[src/design/indexed_list_store_assert.svh]
// Assertion macros for the indexed list store.
`ifndef INDEXED_LIST_STORE_ASSERT_SVH
`define INDEXED_LIST_STORE_ASSERT_SVH

`ifndef SYNTHESIS

`define ILS_ASSERT_SAME(lbl, ante, cons) \
   lbl: assert property (@(posedge clock) disable iff (reset) (ante) |-> (cons)) \
      else $error("indexed_list_store: same-cycle check failed");

`define ILS_ASSERT_NEXT(lbl, ante, cons) \
   lbl: assert property (@(posedge clock) disable iff (reset) (ante) |=> (cons)) \
      else $error("indexed_list_store: next-cycle check failed");

`else

`define ILS_ASSERT_SAME(lbl, ante, cons)

`define ILS_ASSERT_NEXT(lbl, ante, cons)

`endif

`endif

[src/design/ils_pkg.sv]
`default_nettype none

package ils_pkg;

   localparam int unsigned KIND_W  = 3;
   localparam int unsigned POS_W   = 7;
   localparam int unsigned DATA_W  = 32;
   localparam int unsigned COUNT_W = 7;
   localparam int unsigned STATUS_W = 2;

   localparam logic [DATA_W-1:0] NO_VALUE = '1;

   typedef enum logic [KIND_W-1:0] {
      KIND_READ     = 3'd0,
      KIND_INS_HEAD = 3'd1,
      KIND_INS_TAIL = 3'd2,
      KIND_INS_POS  = 3'd3,
      KIND_DELETE   = 3'd4
   } kind_type;

   typedef enum logic [STATUS_W-1:0] {
      ST_OK     = 2'd0,
      ST_BADPOS = 2'd1,
      ST_FULL   = 2'd2
   } status_type;

   typedef struct packed {
      logic              ins;
      logic              del;
      logic              rd;
      logic [DATA_W-1:0] value;
   } cell_cmd_type;

endpackage

`default_nettype wire

[src/design/ils_cell.sv]
`default_nettype none

module ils_cell #(
   parameter int unsigned INDEX = 0,
   parameter int unsigned PW    = 7
) (
   input  logic                        clock,
   input  ils_pkg::cell_cmd_type       cmd,
   input  logic [PW-1:0]               pos,
   input  logic [ils_pkg::DATA_W-1:0]  left_data,
   input  logic [ils_pkg::DATA_W-1:0]  right_data,
   output logic [ils_pkg::DATA_W-1:0]  data,
   output logic [ils_pkg::DATA_W-1:0]  rd_data
);
   import ils_pkg::*;

   localparam logic [PW-1:0] IDX = PW'(INDEX);

   logic [DATA_W-1:0] data_ff;
   logic [DATA_W-1:0] data_in;
   logic [DATA_W-1:0] rd_ff;
   logic              at_pos;
   logic              below_pos;

   assign at_pos    = (pos == IDX);
   assign below_pos = (IDX < pos);

   always_comb begin
      data_in = data_ff;
      if (cmd.ins) begin
         if (at_pos) begin
            data_in = cmd.value;
         end else if (!below_pos) begin
            data_in = left_data;
         end
      end else if (cmd.del) begin
         if (!below_pos) begin
            data_in = right_data;
         end
      end
   end

   always_ff @(posedge clock) begin
      data_ff <= data_in;
      if (cmd.rd) begin
         rd_ff <= at_pos ? data_ff : '0;
      end
   end

   assign data    = data_ff;
   assign rd_data = rd_ff;

endmodule

`default_nettype wire
[config.mk]
export PLATFORM = sky130hd
export DESIGN_NAME = ils_cell
export DESIGN_NICKNAME = d
export VERILOG_FILES = /design/src/design/indexed_list_store_assert.svh /design/src/design/ils_pkg.sv /design/src/design/ils_cell.sv
export SDC_FILE = /design/constraint.sdc
export NUM_CORES = 1
export LEC_CHECK = 0
export BUFFER_PORTS_ARGS = -buffer_cell sky130_fd_sc_hd__buf_2
export CAP_MARGIN = 20
export CELL_PAD_IN_SITES_DETAIL_PLACEMENT = 1
export CELL_PAD_IN_SITES_GLOBAL_PLACEMENT = 1
export CORE_MARGIN = 2
export CORE_UTILIZATION = 35
export DETAILED_ROUTE_END_ITERATION = 7
export PLACE_DENSITY = 0.95
export SYNTH_ARGS = -nofsm -noshare
export SYNTH_HDL_FRONTEND = slang
export SYNTH_SLANG_ARGS = --single-unit
[constraint.sdc]
create_clock -name clock -period 7.9 [get_ports clock]
set_clock_uncertainty 0.1 [all_clocks]
set_input_delay 1.58 -clock clock [delete_from_list [all_inputs] [get_ports clock]]
set_output_delay 1.58 -clock clock [all_outputs]
set_load 0.02 [all_outputs]
# After elaboration in Yosys (flattened, before gate mapping)

Index checks and enable logic that the tools add are counted.

Input bits: 107
Flip-flop bits (word level): 64

Multiplexer cells: 5
Reduce and logical (&&, ||, !) cells: 3
$lt $le $gt $ge: 1
Eq/ne operators: 2

Operators by type and width:

| operator                                           | number |
|---|---|
| 2-to-1 mux 32 bit                                  | 5 |
| logical NOT 7 bit                                  | 1 |
| < comparator 1 x 7 -> 1 bit (first input constant) | 1 |
| inequality test 2 bit (second input constant)      | 2 |
| AND reduction 3 bit                                | 1 |
| nonzero test 2 bit                                 | 1 |

# Longest topological paths before layout

Gate-level depths: netlist (run 1).

Depth in word-level cells: 4
Depth in mapped cells: 4

# Worst setup path after synthesis (run 1)

Ideal clock, no wire load.

Path type: input-to-reg
From: in pos[3]
To: reg data_ff[0] (netlist: data[0]) (enable)
Arrival: 4.553 ns
Setup slack: 2.786 ns
Buffers on the path: 1
Setup time: 0.461 ns
Required time: 7.339 ns
Stages: 3
Cell sequence: or4_4 > buf_6 > nor3_1

Word-level cells in the longest chain between the ends: 3
Elaborated cells on any way between the ends: 5

RTL lines:

| what                                                             | RTL line                       | RTL |
|---|---|---|
| from (decl)                                                      | ils_cell.sv:9                  | `input logic [PW-1:0] pos,` |
| < comparator 1 x 7 -> 1 bit or logical NOT 7 bit (tied branches) | ils_cell.sv:26, ils_cell.sv:25 |  |
| inequality test 2 bit (no line)                                  | n/a                            |  |
| AND reduction 3 bit (no line) *                                  | n/a                            |  |
| to (signal assigned)                                             | ils_cell.sv:44                 | `data_ff <= data_in;` |
| to (decl)                                                        | ils_cell.sv:19                 | `logic [DATA_W-1:0] data_ff;` |

Every way passes the cells marked *; elsewhere a longest branch is shown, timed or not.
A chain may end at the register's enable or synchronous reset.

# Worst setup path after layout (run 1)

From: in cmd[34] (netlist name)
To: reg data_ff[30] (netlist: data[30]) (enable)

Word-level cells in the longest chain between the ends: 2
Elaborated cells on any way between the ends: 3

RTL lines:

| what                                                                  | RTL line      | RTL |
|---|---|---|
| from (decl)                                                           | ils_cell.sv:8 | `input ils_pkg::cell_cmd_type cmd,` |
| inequality test 2 bit (no line) or nonzero test 2 bit (tied branches) | n/a           |  |
| AND reduction 3 bit (no line) *                                       | n/a           |  |

Marked as above.

==> results by group, run 1 <==
Clocking
  • Clock sink count: between 60 and 70
  • Cts hold-fix bufs: 0
  • CTS tree: yes
  • Max clock buf depth: 2
  • # resized after CTS: 0
  • TritonCTS buffer count: 9
  • CTS H-tree lvls: 3
  • Post-CTS setup buffers: 0
  • Worst-skew pair later-pin latency: between 0.3 and 0.4 ns
  • CTS Root Cell: clkbuf_8
  • Clk pin slew, worst setup/hold paths: approximately 0.060 ns

Placed design
  • Cell Area, Placed: roughly 3800 µm²
  • GP Congestion: between 0.8 and 0.9
  • Hpwl dp: just over 7000 µm
  • I/O Buffers: 170

Power
  • Worst IR Drop VDD: 0.0693 mV
  • Pwr dens: about 180 nW/µm²
  • Leak: approximately 1.8 nW

Yosys
  • Sequential fraction of the synthesis area: between 60% and 70%
  • Synth Area in Compound Gates: between 10% and 20%
  • Mapped cell area: about 3000 µm²
  • Synth Area in Adders: 0%
  • Largest family of logic cells by synthesized area: simple AND/OR/NAND/NOR gates
  • #FFs+latches synth: 64
  • Synth Warn #: 0
  • Post-Syn Area per Cell: 11.6 µm²
  • Post-synthesis mux area share: 0%
  • Post-synthesis simple-gate area fraction: around 18%
  • Syn_nets: 362
  • Netlist cell types: 16
  • Post-Synth XOR/XNOR Area: 0%
  • Syn Inst Count: 255

Worst setup path
  • Reg2reg setup slack: just under 7 ns
  • Critical path class: in -> reg
  • CP endpoint: data[30]
  • Worst setup path startpoint: cmd[34]
  • Crit path DAT: slightly above 3 ns
  • RR Startpoint: data[23]
  • Required @ worst endpoint: roughly 7.8 ns
  • Crit path launch type: input pin
  • CP Max Fanout: 65
  • Worst Reg2Reg Path Length in Cells: 1
  • Crit. End Element: flip-flop
  • Worst R2R End: rd_data[23]

Timing
  • Final TNS setup: 0 ns
  • Worst slew margin: between 20 and 30%
  • Max-slew violation count: 0
  • Slew @ Worst Pin: between 1 and 1.5 ns
  • RSZ-0062 raised after global routing: false
  • Post-layout min period: 3.21 ns
  • Max Clk Rate: between 0.3 and 0.4 GHz
  • Fin crit share: about two fifths
  • Final hold violation count: 0
  • Final setup fails: 0

Die
  • Die X: approximately 96 µm
  • I/O pin cnt: approximately 170
  • Die ar.: ~9200 µm²
  • Core area: between 8000 and 9000 µm²
  • # rows: 33
  • Chip height: roughly 96 µm
  • Starting Density: 36.1%

Job
  • Max Cap Viol: 0

Cells and area
  • Area grow syn2layout: 35.8%
  • Ratio of cells with drive above 1 in the final layout: approximately 45%
  • N_diodes: 0
  • Most common cell after layout, fill and taps aside: buf_2
  • NumNets Final: ~520
  • Post-layout util: about 49%
  • Most frequent cells in the layout: buf_2 (170), edfxtp_1 (64), nor2_1 (33)
  • Finished Cell Area: approximately 4000 µm²
  • # fillers: just under 1,000

Drt
  • Antenna viol nets, final: 0
  • Via Count: 2,748
  • DRC Markers: 0
  • Drt first pass iters: 4
  • DR iter-0 viols: roughly 160
  • Drt wl/cell: between 15 and 20 µm
  • Total wire length: about 9600 µm
  • Vias per std cell: roughly 5.2

GRT
  • First-pass GRT wire length: between 10,000 and 15,000 µm
  • Total grt overflow: 0
  • Initial antenna violation count: 0
  • Largest net degree at the start of global routing: 66
  • Total Routing Usage GR: around 20%
  • Vias in the first global route: 2,832

Min path
  • Hold Crit Class: reg -> reg
  • Hold Path Depth: 1
  • Hold path startpoint: data[1]

Outcome
  • Outcome: finished, final reports clean
==> registers in the layout (all words and copies together), names as in the netlist <==
| register | count |
|---|---|
| data | 32 |
| rd_data | 32 |
==> stage by stage <==
step / setup WS (ns) / power (mW) / hold slack (ns) / cells
after floorplan: 2.79 / 0.425 / 0.610 / 255
after global placement: 4.29 / 0.463 / 0.455 / 508
after detailed placement: 4.20 / 0.468 / 0.473 / 508
after CTS: 4.55 / 0.723 / 0.490 / 524
after global routing: 4.52 / 0.746 / 0.509 / 525
final: 4.69 / 0.718 / 0.481 / 525
==> report_power, final <==
part           switching, mW  leakage [nW]  internal (mW)
Combinational         0.0465          1.07         0.0329
Sequential           0.00172         0.641          0.380
Clock                  0.115        0.0902          0.141
Total                  0.164          1.80          0.554
==> area by class of cell <==
class / instances / area [µm²] / share of cell area, %
flip-flops and latches: 64 / 1920 / 47.7
multi-input cells: 166 / 910 / 22.6
repair buffers: 174 / 888 / 22.0
clock buffers: 10 / 128 / 3.17
clock inverters: 6 / 50.0 / 1.24
well taps: 105 / 131 / 3.26
==> worst min-delay path by stage <==
stage | slack [ns] | end
6_report | 0.48 | rd_data[1]
3_5_place_dp | 0.47 | rd_data[25]
5_1_grt | 0.51 | rd_data[5]
3_3_place_gp | 0.45 | rd_data[2]
2_1_floorplan | 0.61 | rd_data[10]
4_1_cts | 0.49 | rd_data[25]
==> metal layers <==
| metal | global-route usage [%] | wire, µm |
|---|---|---|
| met5 | 0 | 0 |
| met2 | 36.7 | 5250 |
| met1 | 23.6 | 3600 |
| met4 | 9.29 | 250 |
| met3 | 3.29 | 462 |
==> cells by family after synthesis <==
group	after synthesis
compound gates	64
buf+inv	25
simple gates	102
flops	64
==> critical path, stage by stage <==
cell,delay [ns]
buf_2,0.79
nor2_1,0.14
nor3_2,0.14
buf_4,0.40
==> Yosys cell counts (all sizes together) <==
| cell | instances | area share, % |
|---|---|---|
| nand3 | 32 | 5.4 |
| a31oi | 32 | 6.7 |
| nor2 | 33 | 4.2 |
| or3 | 1 | 0.21 |
| edfxtp | 64 | 65 |
| and3 | 32 | 6.7 |
| nor4 | 1 | 0.72 |
| or4 | 1 | 0.38 |
| buf | 9 | 2.8 |
| clkbuf | 16 | 2.2 |
| o21ai | 32 | 5.4 |
| nor3 | 2 | 0.51 |
No activity file was read; power rests on OpenSTA's default activity.
==> run 2, diff against run 1 <==
- CORE_UTILIZATION: 35 -> 32
- PLACE_DENSITY: 0.95 -> 0.88
- clock period: 7.9 -> 3 ns (I/O delays scaled with it)
==> run 2 against run 1 <==
Clock power grew to 2.6 times the previous value. Die area rose by 9.0%. Utilization down 4.6 points. Register-to-register slack lost 4.9 ns. Sequential share of layout area decreased by 0.22 points. Combinational power rose to 2.6 times the previous value. Final area rose by 0.47%. Worst setup slack lost 3.8 ns. Power rose to 2.6 times the previous value. Count of clock-buffer cells in the layout is 1 lower. Via count down 0.84%. Sequential cell count stayed put.
==> results by group, run 2 (synthesis results as in run 1) <==
Worst setup path
  • Crit-path slowest cell: or4_4
  • Largest stage delay, worst path: 0.73 ns
  • Worst Reg2Reg Path Length in Cells: 1
  • Worst R2R End: rd_data[3]
  • Crit path DAT: 2.01 ns
  • Critical path class: in -> reg
  • Worst path cell trace: buf_2 > or4_4 > nor3_4 > buf_4
  • RR Startpoint: data[3]
  • Reg2reg setup slack: ~2.0 ns
  • Crit. End Element: flip-flop
  • Worst path bufs/invs: 2
  • Crit path max-delay family: simple AND/OR/NAND/NOR gates
  • Required @ worst endpoint: 2.92 ns
  • CP Max Fanout: 33
  • Crit path launch type: input pin

Outcome
  • Outcome: finished, final reports clean

GRT
  • First-pass GRT wire length: about 15,000 µm
  • Total grt overflow: 0
  • Largest net degree at the start of global routing: 65
  • Total Routing Usage GR: 19.5%
  • Initial antenna violation count: 0
  • Vias in the first global route: 2,780

Die
  • I/O pin cnt: 171
  • Chip height: roughly 100 µm
  • Starting Density: 32.6%
  • Die X: between 100 and 150 µm
  • Die ar.: 10,100 µm²
  • Core area: 9110 µm²
  • # rows: 35

Drt
  • Via Count: around 2,700
  • DRC Markers: 0
  • DR iter-0 viols: between 150 and 200
  • Vias per std cell: a little over 5
  • Antenna viol nets, final: 0
  • Drt wl/cell: roughly 19 µm
  • Drt first pass iters: 4
  • Total wire length: between 9000 and 10,000 µm

Timing
  • Fin crit share: 69.7%
  • Slew @ Worst Pin: 0.749 ns
  • Post-layout min period: between 2 and 2.5 ns
  • Max-slew violation count: 0
  • Max Clk Rate: approximately 0.48 GHz
  • Final setup fails: 0
  • Final TNS setup: 0 ns
  • Final hold violation count: 0
  • Worst slew margin: between 50% and 60%
  • RSZ-0062 raised after global routing: false

Min path
  • Hold EP: rd_data[29]
  • Hold path startpoint: data[29]
  • Hold Path Depth: 1
  • Hold Crit Class: reg -> reg

Clocking
  • CTS H-tree lvls: 3
  • Clk pin slew, worst setup/hold paths: 0.07 ns
  • Max clock buf depth: 2
  • TritonCTS buffer count: 9
  • Clock sink count: 64
  • Cts hold-fix bufs: 0
  • Worst-skew pair later-pin latency: between 0.3 and 0.4 ns
  • CTS Root Cell: clkbuf_8
  • # resized after CTS: 0
  • CTS tree: yes
  • Post-CTS setup buffers: 0

Placed design
  • GP Congestion: around 0.9
  • I/O Buffers: 170
  • Placed cells: 517
  • Hpwl dp: roughly 7500 µm

Power
  • Worst IR Drop VDD: around 0.2 mV
  • Pwr dens: between 400 and 500 nW/µm²
  • Leak: 1.81 nW

Cells and area
  • Most frequent cells in the layout: buf_2 (170), edfxtp_1 (64), nor2_1 (33)
  • Area grow syn2layout: 36.4%
  • Most common cell after layout, fill and taps aside: buf_2
  • # fillers: around 1,100
  • NumNets Final: ~520
  • Multi-input gate area: 916 µm²
  • Ratio of cells with drive above 1 in the final layout: between 40% and 50%
  • Register Area: between 1500 and 2000 µm²
  • N_diodes: 0
  • Finished Layout Cells: 532

Job
  • Max Cap Viol: 0
==> run 2: cell count changes in the layout (fill, tap and decap cells not counted), sizes merged <==
cell / delta
buf: +2
clkbuf: -1
==> run 2: how the worst max path moves through the flow <==
stage / startpoint / endpoint / depth (start not counted)
3_5_place_dp: pos[3] / data[6] / 4
4_1_cts: pos[3] / data[10] / 4
6_report: pos[3] / data[15] / 4
3_3_place_gp: pos[3] / data[10] / 4
2_1_floorplan: pos[3] / data[0] / 3
5_1_grt: pos[3] / data[11] / 4
==> run 2: cell type report <==
type	instances	area share, %
Clock inverter	6	1.27
Tap cell	111	3.43
Sequential cell	64	47.5
Multi-Input combinational cell	166	22.6
Timing Repair Buffer	176	22.1
Clock buffer	9	3.06
==> run 2: through the flow <==
stage	hold WS, ns	util (%)	setup slack (ns)	power, mW	instance area (µm²)
2_1_floorplan	0.610	-	0.320	1.12	2980
3_3_place_gp	0.454	42.5	0.594	1.22	3870
3_5_place_dp	0.465	42.5	0.564	1.23	3870
4_1_cts	0.474	44.4	0.923	1.91	4050
5_1_grt	0.503	44.4	0.838	1.96	4050
6_report	0.479	44.4	0.910	1.89	4050
==> run 2: metal layers <==
layer,share of wire [%],GRT usage [%]
met1,41,23.4
met2,50,33.0
met3,4.9,3.20
met4,4.3,11.6
met5,0,0
==> run 2: where the power goes <==
group          leakage (nW)  switching [mW]  total, mW  internal (mW)
Combinational          1.08           0.122      0.209         0.0864
Sequential            0.641         0.00434       1.00           1.00
Clock                0.0914           0.309      0.676          0.368
Total                  1.81           0.435       1.89           1.45
==> run 3, diff against run 2 <==
- clock period: 3 -> 2.17 ns (I/O delays scaled with it)
==> run 3 against run 2 <==
Combinational power rose by 42%. Routed wire length fell by 0.53%. First-iteration DRC count rose by 26%. Global-route usage fell by 0.45 points. Clock power rose by 22%. Hold slack got worse by 0.13 ns. Sequential share of layout area fell by 0.58 points. Sequential cell count did not move. Die area did not move. Via count rose by 1.5%. Critical path type unchanged. Critical endpoint is now data[20]. Highest routed layer unchanged.
==> results by group, run 3 (synthesis results as in run 1) <==
Outcome
  • Outcome: finished, final reports clean

Clocking
  • CTS Root Cell: clkbuf_8
  • Cts hold-fix bufs: 0
  • Worst-skew pair later-pin latency: around 0.33 ns
  • CTS tree: yes
  • Clock sink count: 64
  • Clk pin slew, worst setup/hold paths: approximately 0.080 ns
  • # resized after CTS: 0
  • CTS H-tree lvls: 3
  • TritonCTS buffer count: 9
  • Max clock buf depth: 2
  • Post-CTS setup buffers: 0

Die
  • Die ar.: 10,100 µm²
  • # rows: 35
  • Starting Density: between 30% and 40%
  • I/O pin cnt: roughly 170
  • Die X: ~100 µm
  • Core area: between 9000 and 10,000 µm²
  • Chip height: ~100 µm

Drt
  • WL met3: 486 µm
  • Via Count: about 2,800
  • Total wire length: a little under 10,000 µm
  • Vias per std cell: 5.17
  • Drt wl/cell: around 18 µm
  • Routed length on met1: just under 4000 µm
  • Drt first pass iters: 4
  • DR iter-0 viols: just over 200
  • Met2 WL: 5360 µm
  • Antenna viol nets, final: 0
  • DRC Markers: 0
  • Top sig layer: met4

Min path
  • Hold path startpoint: right_data[8]
  • Hold EP: data[8]
  • Hold Crit Class: in -> reg
  • Hold Path Depth: 3

GRT
  • Vias in the first global route: ~2,900
  • Total grt overflow: 0
  • Initial antenna violation count: 0
  • Total Routing Usage GR: 19.1%
  • First-pass GRT wire length: 14,700 µm
  • Largest net degree at the start of global routing: 65

Placed design
  • Pre-CTS setup slack: 0.0760 ns
  • GP Congestion: about 0.8
  • I/O Buffers: 170
  • Hpwl dp: about 7400 µm

Power
  • Clk pwr share: 32.9%
  • Sw Ratio: 24.1%
  • Worst IR Drop VDD: roughly 0.2 mV
  • Seq pwr share: 55.2%
  • Leak: between 1.5 and 2 nW
  • Comb power frac: 11.8%
  • Pint: between 1.5 and 2 mW
  • Sw Pwr: around 0.6 mW
  • Pwr dens: ~610 nW/µm²

Cells and area
  • Most frequent cells in the layout: buf_2 (170), edfxtp_1 (64), nor2_1 (33)
  • Register Area: 1920 µm²
  • Ratio of cells with drive above 1 in the final layout: between 40% and 50%
  • Multi-input gate area: 916 µm²
  • NumNets Final: approximately 530
  • Most common cell after layout, fill and taps aside: buf_2
  • N_diodes: 0
  • # fillers: roughly 1,100
  • Area grow syn2layout: 38.1%
  • Post-layout util: between 40% and 50%

Worst setup path
  • Largest stage delay, worst path: ~0.66 ns
  • Crit. End Element: flip-flop
  • Worst path cell trace: buf_2 > or4_4 > buf_12 > o21ai_1 > a31oi_1
  • CP Max Fanout: 20
  • Required @ worst endpoint: roughly 2.1 ns
  • Crit path DAT: roughly 1.7 ns
  • Crit-path slowest cell: or4_4
  • Reg2reg setup slack: between 1 and 1.5 ns
  • Worst R2R End: rd_data[12]
  • Worst Reg2Reg Path Length in Cells: 1
  • RR Startpoint: data[12]
  • Critical path class: in -> reg
  • Crit path launch type: input pin

Timing
  • Worst slew margin: 72.6%
  • Post-layout min period: 1.76 ns
  • Hold slack: 0.346 ns
  • Slew @ Worst Pin: a little over 0.4 ns
  • Max Clk Rate: 0.570 GHz
  • RSZ-0062 raised after global routing: false
  • Final setup fails: 0
  • Final hold violation count: 0
  • Fin crit share: about four fifths
  • Max-slew violation count: 0
  • Setup ws final: just over 0.4 ns

Job
  • Max Cap Viol: 0
## run 3: cell count changes in the layout (fill, tap and decap cells not counted)
| cell | change |
|---|---|
| clkbuf_1 | +1 |
| buf_4 | -1 |
| clkinv_1 | -1 |
| clkinvlp_4 | +1 |
| buf_12 | +4 |
| bufinv_16 | -1 |
## run 3: metrics by stage
stage / cell area, µm² / cells / setup TNS [ns] / power [mW]
after global routing: 4100 / 535 / 0 / 2.62
after CTS: 4100 / 535 / 0 / 2.54
after global placement: 3950 / 520 / 0 / 1.70
after floorplan: 2980 / 255 / -9.05 / 1.55
final: 4100 / 535 / 0 / 2.51
after detailed placement: 3950 / 520 / 0 / 1.71
## run 3: final cells by class
type,instances,area share (%)
Sequential cell,64,46.9
Timing Repair Buffer,179,23.6
Multi-Input combinational cell,166,22.4
Tap cell,111,3.39
Clock buffer,10,3.11
Clock inverter,5,0.611
## run 3: worst max path at each step
stage | to | slack [ns] | from | cells past startpoint
after floorplan | data[0] | -0.28 | pos[3] | 3
after global placement | data[13] | 0.12 | pos[3] | 4
after detailed placement | data[12] | 0.08 | pos[3] | 5
after CTS | data[1] | 0.43 | pos[3] | 5
after global routing | data[1] | 0.38 | pos[3] | 5
final | data[20] | 0.41 | pos[3] | 5
## run 3: critical path, delay by kind of cell
kind,cells,cell delay [ns]
and+or+nand+nor,1,0.66
buffers and inverters,2,0.33
AOI/OAI and AO/OA,2,0.26
## run 3: power by group through the flow
| stage | Sequential (mW) | Clock (mW) | Combinational (mW) |
|---|---|---|---|
| final | 1.39 | 0.828 | 0.297 |
| after global placement | 1.41 | 0 | 0.288 |
| after global routing | 1.39 | 0.902 | 0.324 |
| after CTS | 1.39 | 0.853 | 0.299 |
| after detailed placement | 1.42 | 0 | 0.298 |
| after floorplan | 1.44 | 0 | 0.105 |
## run 3: layer usage
metal,vias to the layer above,track usage (%)
li1,1306,-
met5,-,0
met2,98,34.5
met3,9,2.99
met1,1354,23.1
met4,0,6.53
